File: src/rtl/core/tsrs_pkg.sv
`timescale 1ns / 1ps
`default_nettype none
package tsrs_pkg;
    localparam int MaxBlocks = 8;
    localparam int IdxW = $clog2(MaxBlocks);
    localparam int CntW = $clog2(MaxBlocks + 1);

    typedef enum logic [1:0] {
        OP_ADD   = 2'd0,
        OP_QUERY = 2'd1,
        OP_INIT  = 2'd2,
        OP_NOP   = 2'd3
    } op_t;

    typedef struct packed {
        logic [1:0]  opcode;
        logic [31:0] range_start;
        logic [31:0] range_end;
    } in_word_t;

    typedef struct packed {
        logic        covered;
        logic        dropped;
        logic [31:0] ack_now;
        logic [3:0]  blocks_held;
    } out_word_t;

    typedef enum logic [3:0] {
        ST_IDLE,
        ST_DECIDE,
        ST_ABSORB,
        ST_SHDN,
        ST_LAST,
        ST_FIND,
        ST_SHUP,
        ST_INSERT,
        ST_MERGE,
        ST_QUERY,
        ST_DONE
    } state_t;

    // controller -> datapath
    typedef struct packed {
        logic load;          // latch input word
        logic rd_set;        // read block rd_idx into rd regs
        logic [IdxW-1:0] rd_idx;
        logic init;          // ack := s
        logic set_ack_end;   // ack := e
        logic absorb;        // ack := max(ack, rd end)
        logic set_s_ack;     // s := max(s, ack)
        logic q_step;        // s := rd end when s <= rd end
        logic w_load;        // widened block := rd widened by (s,e)
        logic merge_grow;    // widened end := max with rd end
        logic wr_copy;       // mem[wr_idx] := rd
        logic wr_new;        // mem[wr_idx] := (s,e)
        logic wr_widen;      // mem[wr_idx] := widened block
        logic [IdxW-1:0] wr_idx;
        logic cnt_inc;
        logic cnt_set;
        logic [CntW-1:0] cnt_val;
        logic set_cov;
        logic set_drop;
        logic out_load;
    } cmd_t;

    // datapath -> controller
    typedef struct packed {
        op_t opcode;
        logic [CntW-1:0] count;
        logic empty_rng;     // e <= s
        logic e_le_ack;
        logic s_le_ack;
        logic blk_s_le_ack;  // rd start <= ack
        logic s_le_blk_end;
        logic e_lt_blk_s;
        logic last_lt_s;     // rd end < s
        logic q_s_lt_bs;
        logic q_e_le_be;
        logic m_bs_le_we;    // rd start <= widened end
    } sts_t;

    function automatic logic s_lt(input logic [31:0] a, input logic [31:0] b);
        logic [31:0] d;
        d = a - b;
        return d[31];
    endfunction

    function automatic logic s_le(input logic [31:0] a, input logic [31:0] b);
        return (a == b) || s_lt(a, b);
    endfunction
endpackage
`default_nettype wire

File: src/rtl/core/tcp_sack_range_scoreboard_top.sv
// Flow: init, no-op and trivial items go straight from decode to the result; other
// add and query items walk the stored blocks one at a time before the result.
// Handshake: one word at a time; in_ready returns the cycle after the result is
// loaded, later while an earlier result still waits to be taken.
// Reset: asynchronous active low; ack and block count clear to zero, table
// contents are left undefined and never read before being written.
`timescale 1ns / 1ps
`default_nettype none
module tcp_sack_range_scoreboard_top
    import tsrs_pkg::*;
(
    input  wire logic      clk,
    input  wire logic      rst_n,
    input  wire logic      in_valid,
    output logic           in_ready,
    input  wire in_word_t  in_data,
    output logic           out_valid,
    input  wire logic      out_ready,
    output out_word_t      out_data
);
    cmd_t cmd;
    sts_t sts;
    logic busy, out_set, out_valid_reg;

    assign in_ready = !busy;

    always_ff @(posedge clk or negedge rst_n)
    begin
        if (!rst_n)
            out_valid_reg <= 1'b0;
        else if (out_set)
            out_valid_reg <= 1'b1;
        else if (out_ready)
            out_valid_reg <= 1'b0;
    end
    assign out_valid = out_valid_reg;

    tsrs_ctrl u_ctrl (
        .clk      (clk),
        .rst_n    (rst_n),
        .in_fire  (in_valid && !busy),
        .out_free (!out_valid_reg || out_ready),
        .sts      (sts),
        .cmd      (cmd),
        .busy     (busy),
        .out_set  (out_set)
    );

    tsrs_datapath u_dp (
        .clk      (clk),
        .rst_n    (rst_n),
        .in_word  (in_data),
        .cmd      (cmd),
        .sts      (sts),
        .out_word (out_data)
    );
endmodule
`default_nettype wire

File: src/rtl/core/tsrs_datapath.sv
`timescale 1ns / 1ps
`default_nettype none
module tsrs_datapath
    import tsrs_pkg::*;
(
    input  wire logic      clk,
    input  wire logic      rst_n,
    input  wire in_word_t  in_word,
    input  wire cmd_t      cmd,
    output sts_t           sts,
    output out_word_t      out_word
);
    logic [31:0] mem_s [MaxBlocks];
    logic [31:0] mem_e [MaxBlocks];
    logic [31:0] rd_s_reg, rd_e_reg;
    logic [1:0]  op_reg;
    logic [31:0] s_reg, e_reg, w_s_reg, w_e_reg;
    logic [31:0] ack_reg, ack_next;
    logic [CntW-1:0] cnt_reg;
    logic cov_reg, drop_reg;
    out_word_t out_reg;

    always_ff @(posedge clk)
    begin
        if (cmd.rd_set)
        begin
            rd_s_reg <= mem_s[cmd.rd_idx];
            rd_e_reg <= mem_e[cmd.rd_idx];
        end
        if (cmd.wr_copy)
        begin
            mem_s[cmd.wr_idx] <= rd_s_reg;
            mem_e[cmd.wr_idx] <= rd_e_reg;
        end
        else if (cmd.wr_new)
        begin
            mem_s[cmd.wr_idx] <= s_reg;
            mem_e[cmd.wr_idx] <= e_reg;
        end
        else if (cmd.wr_widen)
        begin
            mem_s[cmd.wr_idx] <= w_s_reg;
            mem_e[cmd.wr_idx] <= w_e_reg;
        end
    end

    always_comb
    begin
        ack_next = ack_reg;
        if (cmd.init)
            ack_next = s_reg;
        else if (cmd.set_ack_end)
            ack_next = e_reg;
        else if (cmd.absorb && s_lt(ack_reg, rd_e_reg))
            ack_next = rd_e_reg;
    end

    always_ff @(posedge clk or negedge rst_n)
    begin
        if (!rst_n)
        begin
            ack_reg <= '0;
            cnt_reg <= '0;
        end
        else
        begin
            ack_reg <= ack_next;
            if (cmd.cnt_set)
                cnt_reg <= cmd.cnt_val;
            else if (cmd.cnt_inc)
                cnt_reg <= cnt_reg + CntW'(1);
        end
    end

    always_ff @(posedge clk)
    begin
        if (cmd.load)
        begin
            op_reg   <= in_word.opcode;
            s_reg    <= in_word.range_start;
            e_reg    <= in_word.range_end;
            cov_reg  <= 1'b0;
            drop_reg <= 1'b0;
        end
        else
        begin
            if (cmd.set_cov)
                cov_reg <= 1'b1;
            if (cmd.set_drop)
                drop_reg <= 1'b1;
            if (cmd.set_s_ack && s_lt(s_reg, ack_reg))
                s_reg <= ack_reg;
            else if (cmd.q_step && s_le(s_reg, rd_e_reg))
                s_reg <= rd_e_reg;
        end
        if (cmd.w_load)
        begin
            w_s_reg <= s_lt(s_reg, rd_s_reg) ? s_reg : rd_s_reg;
            w_e_reg <= s_lt(rd_e_reg, e_reg) ? e_reg : rd_e_reg;
        end
        else if (cmd.merge_grow && s_lt(w_e_reg, rd_e_reg))
            w_e_reg <= rd_e_reg;
        if (cmd.out_load)
            out_reg <= '{covered: cov_reg, dropped: drop_reg, ack_now: ack_reg,
                         blocks_held: 4'(cnt_reg)};
    end

    always_comb
    begin
        sts.opcode       = op_t'(op_reg);
        sts.count        = cnt_reg;
        sts.empty_rng    = s_le(e_reg, s_reg);
        sts.e_le_ack     = s_le(e_reg, ack_reg);
        sts.s_le_ack     = s_le(s_reg, ack_reg);
        sts.blk_s_le_ack = s_le(rd_s_reg, ack_reg);
        sts.s_le_blk_end = s_le(s_reg, rd_e_reg);
        sts.e_lt_blk_s   = s_lt(e_reg, rd_s_reg);
        sts.last_lt_s    = s_lt(rd_e_reg, s_reg);
        sts.q_s_lt_bs    = s_lt(s_reg, rd_s_reg);
        sts.q_e_le_be    = s_le(e_reg, rd_e_reg);
        sts.m_bs_le_we   = s_le(rd_s_reg, w_e_reg);
    end

    assign out_word = out_reg;
endmodule
`default_nettype wire

File: src/rtl/core/tsrs_ctrl.sv
`timescale 1ns / 1ps
`default_nettype none
module tsrs_ctrl
    import tsrs_pkg::*;
(
    input  wire logic clk,
    input  wire logic rst_n,
    input  wire logic in_fire,
    input  wire logic out_free,
    input  wire sts_t sts,
    output cmd_t      cmd,
    output logic      busy,
    output logic      out_set
);
    state_t state_reg, state_next;
    logic [CntW-1:0] i_reg, i_next;   // walk index
    logic [CntW-1:0] j_reg, j_next;   // secondary index
    logic [CntW-1:0] i_inc, j_inc;

    assign i_inc = i_reg + CntW'(1);
    assign j_inc = j_reg + CntW'(1);

    always_ff @(posedge clk or negedge rst_n)
    begin
        if (!rst_n)
        begin
            state_reg <= ST_IDLE;
            i_reg     <= '0;
            j_reg     <= '0;
        end
        else
        begin
            state_reg <= state_next;
            i_reg     <= i_next;
            j_reg     <= j_next;
        end
    end

    always_comb
    begin
        state_next = state_reg;
        i_next     = i_reg;
        j_next     = j_reg;
        cmd        = '0;
        busy       = 1'b1;
        out_set    = 1'b0;
        unique case (state_reg)
            ST_IDLE:
            begin
                busy = 1'b0;
                if (in_fire)
                begin
                    cmd.load   = 1'b1;
                    state_next = ST_DECIDE;
                end
            end
            ST_DECIDE:
            begin
                state_next = ST_DONE;
                i_next     = '0;
                unique case (sts.opcode)
                    OP_ADD:
                    begin
                        if (!sts.empty_rng && !sts.e_le_ack)
                        begin
                            if (sts.s_le_ack)
                            begin
                                cmd.set_ack_end = 1'b1;
                                if (sts.count != '0)
                                begin
                                    cmd.rd_set = 1'b1;
                                    cmd.rd_idx = '0;
                                    state_next = ST_ABSORB;
                                end
                            end
                            else if (sts.count == '0)
                            begin
                                cmd.wr_new  = 1'b1;
                                cmd.wr_idx  = '0;
                                cmd.cnt_inc = 1'b1;
                            end
                            else
                            begin
                                cmd.rd_set = 1'b1;
                                cmd.rd_idx = IdxW'(sts.count - CntW'(1));
                                state_next = ST_LAST;
                            end
                        end
                    end
                    OP_QUERY:
                    begin
                        if (!sts.empty_rng)
                        begin
                            if (sts.e_le_ack)
                                cmd.set_cov = 1'b1;
                            else if (sts.count != '0)
                            begin
                                cmd.set_s_ack = 1'b1;
                                cmd.rd_set    = 1'b1;
                                cmd.rd_idx    = '0;
                                state_next    = ST_QUERY;
                            end
                        end
                    end
                    OP_INIT:
                    begin
                        cmd.init    = 1'b1;
                        cmd.cnt_set = 1'b1;
                        cmd.cnt_val = '0;
                    end
                    OP_NOP: ;
                endcase
            end
            ST_ABSORB:
            begin
                // rd holds block i
                if (sts.blk_s_le_ack)
                begin
                    cmd.absorb = 1'b1;
                    if (i_inc < sts.count)
                    begin
                        i_next     = i_inc;
                        cmd.rd_set = 1'b1;
                        cmd.rd_idx = IdxW'(i_inc);
                    end
                    else
                    begin
                        cmd.cnt_set = 1'b1;
                        cmd.cnt_val = '0;
                        state_next  = ST_DONE;
                    end
                end
                else if (i_reg == '0)
                    state_next = ST_DONE;
                else
                begin
                    j_next     = '0;
                    state_next = ST_SHDN;
                end
            end
            ST_SHDN:
            begin
                // move block i (in rd) down to slot j
                cmd.wr_copy = 1'b1;
                cmd.wr_idx  = IdxW'(j_reg);
                if (i_inc < sts.count)
                begin
                    i_next     = i_inc;
                    j_next     = j_inc;
                    cmd.rd_set = 1'b1;
                    cmd.rd_idx = IdxW'(i_inc);
                end
                else
                begin
                    cmd.cnt_set = 1'b1;
                    cmd.cnt_val = j_inc;
                    state_next  = ST_DONE;
                end
            end
            ST_LAST:
            begin
                // rd holds the last block
                if (sts.last_lt_s)
                begin
                    if (sts.count >= CntW'(MaxBlocks))
                        cmd.set_drop = 1'b1;
                    else
                    begin
                        cmd.wr_new  = 1'b1;
                        cmd.wr_idx  = IdxW'(sts.count);
                        cmd.cnt_inc = 1'b1;
                    end
                    state_next = ST_DONE;
                end
                else
                begin
                    i_next     = '0;
                    cmd.rd_set = 1'b1;
                    cmd.rd_idx = '0;
                    state_next = ST_FIND;
                end
            end
            ST_FIND:
            begin
                // rd holds block i; look for the first block with s <= end
                if (sts.s_le_blk_end)
                begin
                    if (sts.e_lt_blk_s)
                    begin
                        if (sts.count >= CntW'(MaxBlocks))
                        begin
                            cmd.set_drop = 1'b1;
                            state_next   = ST_DONE;
                        end
                        else
                        begin
                            j_next     = sts.count - CntW'(1);
                            cmd.rd_set = 1'b1;
                            cmd.rd_idx = IdxW'(sts.count - CntW'(1));
                            state_next = ST_SHUP;
                        end
                    end
                    else
                    begin
                        cmd.w_load = 1'b1;
                        j_next     = i_inc;
                        if (i_inc < sts.count)
                        begin
                            cmd.rd_set = 1'b1;
                            cmd.rd_idx = IdxW'(i_inc);
                        end
                        state_next = ST_MERGE;
                    end
                end
                else if (i_inc < sts.count)
                begin
                    i_next     = i_inc;
                    cmd.rd_set = 1'b1;
                    cmd.rd_idx = IdxW'(i_inc);
                end
                else
                    state_next = ST_DONE;
            end
            ST_SHUP:
            begin
                // rd holds block j; move it up one slot
                cmd.wr_copy = 1'b1;
                cmd.wr_idx  = IdxW'(j_inc);
                if (j_reg == i_reg)
                    state_next = ST_INSERT;
                else
                begin
                    j_next     = j_reg - CntW'(1);
                    cmd.rd_set = 1'b1;
                    cmd.rd_idx = IdxW'(j_reg - CntW'(1));
                end
            end
            ST_INSERT:
            begin
                cmd.wr_new  = 1'b1;
                cmd.wr_idx  = IdxW'(i_reg);
                cmd.cnt_inc = 1'b1;
                state_next  = ST_DONE;
            end
            ST_MERGE:
            begin
                // rd holds block j; w holds widened block i
                if (j_reg < sts.count && sts.m_bs_le_we)
                begin
                    cmd.merge_grow = 1'b1;
                    j_next         = j_inc;
                    if (j_inc < sts.count)
                    begin
                        cmd.rd_set = 1'b1;
                        cmd.rd_idx = IdxW'(j_inc);
                    end
                end
                else
                begin
                    cmd.wr_widen = 1'b1;
                    cmd.wr_idx   = IdxW'(i_reg);
                    if (j_reg == i_inc)
                        state_next = ST_DONE;
                    else if (j_reg >= sts.count)
                    begin
                        cmd.cnt_set = 1'b1;
                        cmd.cnt_val = i_inc;
                        state_next  = ST_DONE;
                    end
                    else
                    begin
                        // close the gap: blocks j.. move to i+1..
                        i_next     = j_reg;
                        j_next     = i_inc;
                        state_next = ST_SHDN;
                    end
                end
            end
            ST_QUERY:
            begin
                // rd holds block i
                if (sts.q_s_lt_bs)
                    state_next = ST_DONE;
                else if (sts.q_e_le_be)
                begin
                    cmd.set_cov = 1'b1;
                    state_next  = ST_DONE;
                end
                else
                begin
                    cmd.q_step = 1'b1;
                    if (i_inc < sts.count)
                    begin
                        i_next     = i_inc;
                        cmd.rd_set = 1'b1;
                        cmd.rd_idx = IdxW'(i_inc);
                    end
                    else
                        state_next = ST_DONE;
                end
            end
            ST_DONE:
            begin
                if (out_free)
                begin
                    cmd.out_load = 1'b1;
                    out_set      = 1'b1;
                    state_next   = ST_IDLE;
                end
            end
            default: state_next = ST_IDLE;
        endcase
    end

`ifndef SYNTHESIS
    a_cnt_max: assert property (@(posedge clk) disable iff (!rst_n)
        sts.count <= CntW'(MaxBlocks))
        else $error("block count above table size");
    a_load_idle: assert property (@(posedge clk) disable iff (!rst_n)
        cmd.load |-> state_reg == ST_IDLE)
        else $error("word loaded while busy");
    a_out_done: assert property (@(posedge clk) disable iff (!rst_n)
        out_set |=> state_reg == ST_IDLE)
        else $error("result issued outside done");
`endif
endmodule
`default_nettype wire

File: config.mk
export PLATFORM = sky130hd
export DESIGN_NAME = tcp_sack_range_scoreboard_top
export DESIGN_NICKNAME = d
export VERILOG_FILES = /design/src/rtl/core/tsrs_pkg.sv /design/src/rtl/core/tcp_sack_range_scoreboard_top.sv /design/src/rtl/core/tsrs_datapath.sv /design/src/rtl/core/tsrs_ctrl.sv
export SDC_FILE = /design/constraint.sdc
export NUM_CORES = 2
export LEC_CHECK = 0
export CAP_MARGIN = 20
export CELL_PAD_IN_SITES_DETAIL_PLACEMENT = 0
export CELL_PAD_IN_SITES_GLOBAL_PLACEMENT = 1
export CORE_ASPECT_RATIO = 1.2
export CORE_UTILIZATION = 35
export CTS_CLUSTER_DIAMETER = 50
export DETAILED_ROUTE_END_ITERATION = 7
export DONT_BUFFER_PORTS = 1
export GPL_TIMING_DRIVEN = 0
export PLACE_DENSITY_LB_ADDON = 0.1
export RECOVER_POWER = 100
export SYNTH_ARGS = -nofsm -noshare
export SYNTH_HDL_FRONTEND = slang
export SYNTH_HIERARCHICAL = 1
export SYNTH_SLANG_ARGS = --single-unit
File: constraint.sdc
create_clock -name clk -period 7.6 [get_ports clk]
set_input_delay 1.52 -clock clk [delete_from_list [all_inputs] [get_ports clk]]
set_output_delay 1.52 -clock clk [all_outputs]
set_load 0.05 [all_outputs]
* Yosys cells after proc, flatten, opt, wreduce, memory -nomap -nowiden
Memory sizes are Yosys's and may differ from the RTL's. A register that Yosys moved wholly into a read port is not among the register bits. Index checks and enable logic that the tools add are counted. Widths: inputs -> output; s select.
Cells by class: bitwise gates (word level) 4, equal/unequal tests 40, reduce and logical (&&, ||, !) cells 34, magnitude comparators 5, add/sub/neg operators 18, muxes and demuxes 152
Operators with widths (number):
- $mux 32 | 14
- $sub 32x32->32 | 13
- $mux 4 | 64
- $eq 32x32->1 | 7
- $mux 1 | 52
- $pmux 4 s11 | 1
- $mux 5 | 7
- $pmux 4 s8 | 1
- $pmux 4 s7 | 1
- $ne 2x2->1 const B | 12
- $pmux 4 s5 | 1
- $pmux 5 s4 | 1
- $pmux 3 s6 | 1
- $reduce_and 9->1 | 2
- $eq 4x3->1 const B | 4
- $pmux 4 s2 | 2
- $add 4x1->4 const B | 3
- $eq 4x4->1 const B | 3
- $logic_not 4->1 | 3
- $lt 4x4->1 | 3
- $eq 4x2->1 const B | 2
- $eq 4x4->1 | 2
- $logic_or 1x1->1 | 8
- $ne 2x1->1 const B | 4
- other kinds (22) | 42
Word-level totals: output and inout bits 40, memories 2, bits of input ports 70, RAM bits 512, register bits after elaboration 219
Memory list:
- u_dp.mem_e | depth 8, width 32, rd ports 1, clocked after Yosys merged registers in 1, write ports 1, line tsrs_datapath.sv:14 | logic [31:0] mem_e [MaxBlocks];
- u_dp.mem_s | depth 8, width 32, rd ports 1, clocked after Yosys merged registers in 1, write ports 1, line tsrs_datapath.sv:13 | logic [31:0] mem_s [MaxBlocks];

* Depth between registers and ports, before layout
word-level depth 12, mapped depth 20

* Cells and area by module
The synthesis kept the hierarchy.
By module, submodules not included:
- tsrs_datapath | instances 1, area an instance 41990.3 sq um, seq. area each 23282.3 sq um, cells an instance 3144
- tsrs_ctrl | instances 1, area an instance 2199.6 sq um, seq. area each 300.3 sq um, cells an instance 311
- tcp_sack_range_scoreboard_top | instances 1, area an instance 57.6 sq um, seq. area each 25.0 sq um, cells an instance 5

* Least setup slack after synthesis
No wires, ideal clock.
path type register to register, start reg u_dp.e_reg[12], end mem u_dp.mem_e[0][0], enable pin, setup slack -0.819 ns, arrival time 7.855 ns, stages on the path, launching flop included 16, setup time 0.565 ns, cells stage by stage edfxtp_1 -> ha_1 -> a21o_1 -> a21o_1 -> a21o_1 -> a211oi_1 -> o21ai_0 -> a211oi_1 -> mux2i_1 -> nor3_1 -> nand2_1 -> o32ai_1 -> buf_4 -> nor3_1 -> or2_2 -> nor3_1
RTL lines:
- start, declared | line tsrs_datapath.sv:17 | logic [31:0] s_reg, e_reg, w_s_reg, w_e_reg;
- start signal, assigned | line tsrs_datapath.sv:81 | e_reg <= in_word.range_end;
- end, declared | line tsrs_datapath.sv:14

==> summary.txt <==
Global routing
  • Largest net degree at the start of global routing: 50
  • Initial antenna violation count: 23
  • Vias in the first global route: ~32000
  • Gr usage total: 0.274
  • First-pass GRT wire length: 246000 µm
  • Congestion Overflow GR: 0

Power and ir drop
  • Leak: 18.4 nW
  • Maximum vdd drop: 0.219 mV
  • Total power draw: 21.0 mW
  • Pwr Density: roughly 420 nW/µm²

Critical path
  • Worst Setup End Kind: register
  • Reg2reg path depth: 18
  • WP data required: approximately 8.0 ns
  • CP Class: register to register
  • Crit path max fanout: 10
  • Worst Setup Start Kind: register
  • Reg-to-reg startpoint: u_dp/ack_reg[14]
  • End of the worst register-to-register path: u_dp/mem_s[7][6]
  • Worst EP arrival: 7.94 ns
  • Flop2flop setup slack: 0.11 ns

Logic synthesis
  • Syn Inst Count: 3460
  • Net Count, Synth: 3946
  • Most used flip-flop cell after synthesis: edfxtp_1
  • Post-synth top area share: 0.505
  • Post-synth top area cell: edfxtp_1
  • Number of synthesized flops with an enable pin: approximately 740
  • Area contributors post-synth: edfxtp_1, ha_1, mux4_2, mux2i_1, dfrtp_1
  • Share of the yosys chip area belonging to registers: 0.534
  • Synthesized cell area: 44200 µm²
  • Most common library cells after synthesis: edfxtp_1, ha_1, inv_1
  • Synth Area per Inst: 12.8 µm²
  • Count leader, synth: edfxtp_1
  • Fraction of registers with async set/reset: 0.0616
  • Yosys cell types: 86
  • Seq cells post-synth: 795
  • Yosys warns: 6

CTS
  • Clock slew at reported path FFs: 0.06 ns
  • CTS Root Cell: clkbuf_16
  • Clk sink count: roughly 800
  • Clock buffer depth: 3
  • Setup Buffers After CTS: 0
  • Num CTS Buffers: about 110
  • Number of H-tree levels: 3
  • Clock Latency Late Sink: 0.74 ns
  • CTS tree: done

Final layout
  • Multi-input gate area: roughly 19000 µm²
  • Final Cell Area: ~51000 µm²
  • Reg area: 23600 µm²
  • Area growth syn-to-layout: 14.2%
  • Filler Cell Count: 11800
  • Core Util, Final: 0.404
  • Final #Nets: 4119
  • Layout cells sized above 1: 0.135

Timing
  • FMAX: 0.133 GHz
  • Final period utilization: 0.986
  • Minimum clock period: 7.49 ns
  • Endpoints failing setup: 0
  • Setup TNS: 0 ns
  • Worst-Margin Slew: 3.75 ns
  • Slew Viols, Final: 73
  • Fin. Hold Viols: 0
  • Max_slew headroom: -1.50
  • Clock skew: approximately 0.032 ns

Detailed routing
  • Routed vias/inst: 5.86
  • WL per Instance: between 30 and 40 µm
  • DRT iter0 DRCs: 3119
  • Pre-antenna DRT Iters: 6
  • DRC viols: 0
  • Via count: 31500
  • ANT nets after route: 0
  • WL final: ~180000 µm

Floorplan
  • Std-Cell Rows: 142
  • I/O pin count: 110
  • Core Area: roughly 130000 µm²
  • Die Y-Extent: a little under 400 µm
  • Die area: roughly 130000 µm²
  • Starting Density: 0.354
  • Die width: 327 µm

Worst hold path
  • Min-Delay Path Depth: 0
  • Worst hold path type: register to register
  • Hold endpoint: u_dp/out_word[37]
  • HP Start: u_dp/cov_reg

Outcome
  • Status: finished, violations left
  • Failing checks: max-capacitance violations, max-slew violations

Placed design
  • HPWL after detailed placement: 134000 µm
  • Port bufs: 0
  • Placer congestion estimate: 0.949
  • Dpl cell area: 47400 µm²

Run
  • Max Cap Violations: 4
## worst max-delay path, cell delays in order, from the launching register on
cell      delay (ns)
dfrtp_1         0.58
inv_1           0.26
ha_1            0.35
and3_1          0.21
and3_1          0.31
o31a_1          0.22
o21a_1          0.26
nor3_1          0.91
clkbuf_1        0.51
a21oi_1         0.22
o32ai_1         0.52
clkbuf_4        0.25
nor2b_1         0.13
clkbuf_2        0.36
clkbuf_2        0.48
clkbuf_1        0.66
a21oi_1         0.15
o21ai_0         0.29
clkbuf_1        0.48
## logic make-up after synthesis
group                    count (synthesis)  share of synthesized area
flip-flops                             795                      0.534
AO/OA/AOI/OAI                          747                      0.110
XOR/XNOR                                31                    0.00614
AND/OR/NAND/NOR                        736                     0.0818
adder cells (fa/ha/maj)                416                      0.118
multiplexers                           339                      0.116
buffers and inverters                  396                     0.0353
## per-stage QoR
| stage | cells | setup slack [ns] | hold slack (ns) |
|---|---|---|---|
| floorplan | 3460 | 0.669 | 0.409 |
| global placement | 5116 | -5.90 | 0.435 |
| detailed placement | 5180 | -1.03 | 0.433 |
| CTS | 5378 | 0.00357 | 0.433 |
| global route | 5381 | -0.00372 | 0.453 |
| finish | 5385 | 0.107 | 0.440 |
## power by group
part	internal (mW)	switching [mW]	total, mW
Combinational	3.09	5.72	8.81
Clock	2.81	2.12	4.94
Sequential	6.26	1.00	7.27
Total	12.2	8.85	21.0
## repair_timing
item | CTS | global route
hold buffers | 0 | 0
pin swaps | 0 | 0
resized for setup | 40 | 25
endpoints found under the setup margin | 544 | 321
## per-layer routing
layer	global-route usage	up-vias	wire length, µm
met3	0.0391	313	9890
li1	-	13800	-
met4	0.109	20	8040
met1	0.355	16200	74300
met5	0	-	113
met2	0.461	1185	84600
## cell usage in the layout (no fill, tap or decap), types with 20 or more instances in the layout
master,instances
inv_1,224
mux2i_1,132
nor2b_1,25
nor2_1,172
o22ai_1,38
clkbuf_2,35
nor3_1,34
o311ai_0,62
nand4_1,83
a21o_1,110
edfxtp_1,744
o21ai_0,114
mux2_2,76
a21oi_1,200
buf_2,21
clkbuf_16,107
o21ai_1,32
nand2_1,188
clkbuf_1,145
dfrtp_1,49
mux4_2,129
a211oi_1,58
or3_1,39
o211ai_1,20
ha_1,416
nand3_1,102
## worst max-delay path by stage
stage,start,end,slack [ns],cells past startpoint
finish,u_dp/ack_reg[14],u_dp/mem_s[7][6],0.11,18
floorplan,u_dp/rd_s_reg[16],u_dp/s_reg[0],0.67,15
CTS,u_dp/rd_e_reg[30],u_dp/mem_e[3][22],0.004,18
detailed placement,u_dp/rd_s_reg[8],u_dp/rd_s_reg[0],-1.03,17
global placement,u_dp/rd_e_reg[30],u_dp/mem_e[6][21],-5.90,16
global route,u_dp/e_reg[3],u_dp/rd_s_reg[0],-0.004,18
## cell type report
class,instances,share of cell area
inverter,224,0.0166
timing repair buffer,65,0.0116
antenna,6,0.000297
sequential,795,0.467
multi-input combinational,2269,0.379
tap,1656,0.0410
clock inverter,80,0.0155
buffer,172,0.0155
clock buffer,118,0.0538
(Power assumes the default switching activity.)
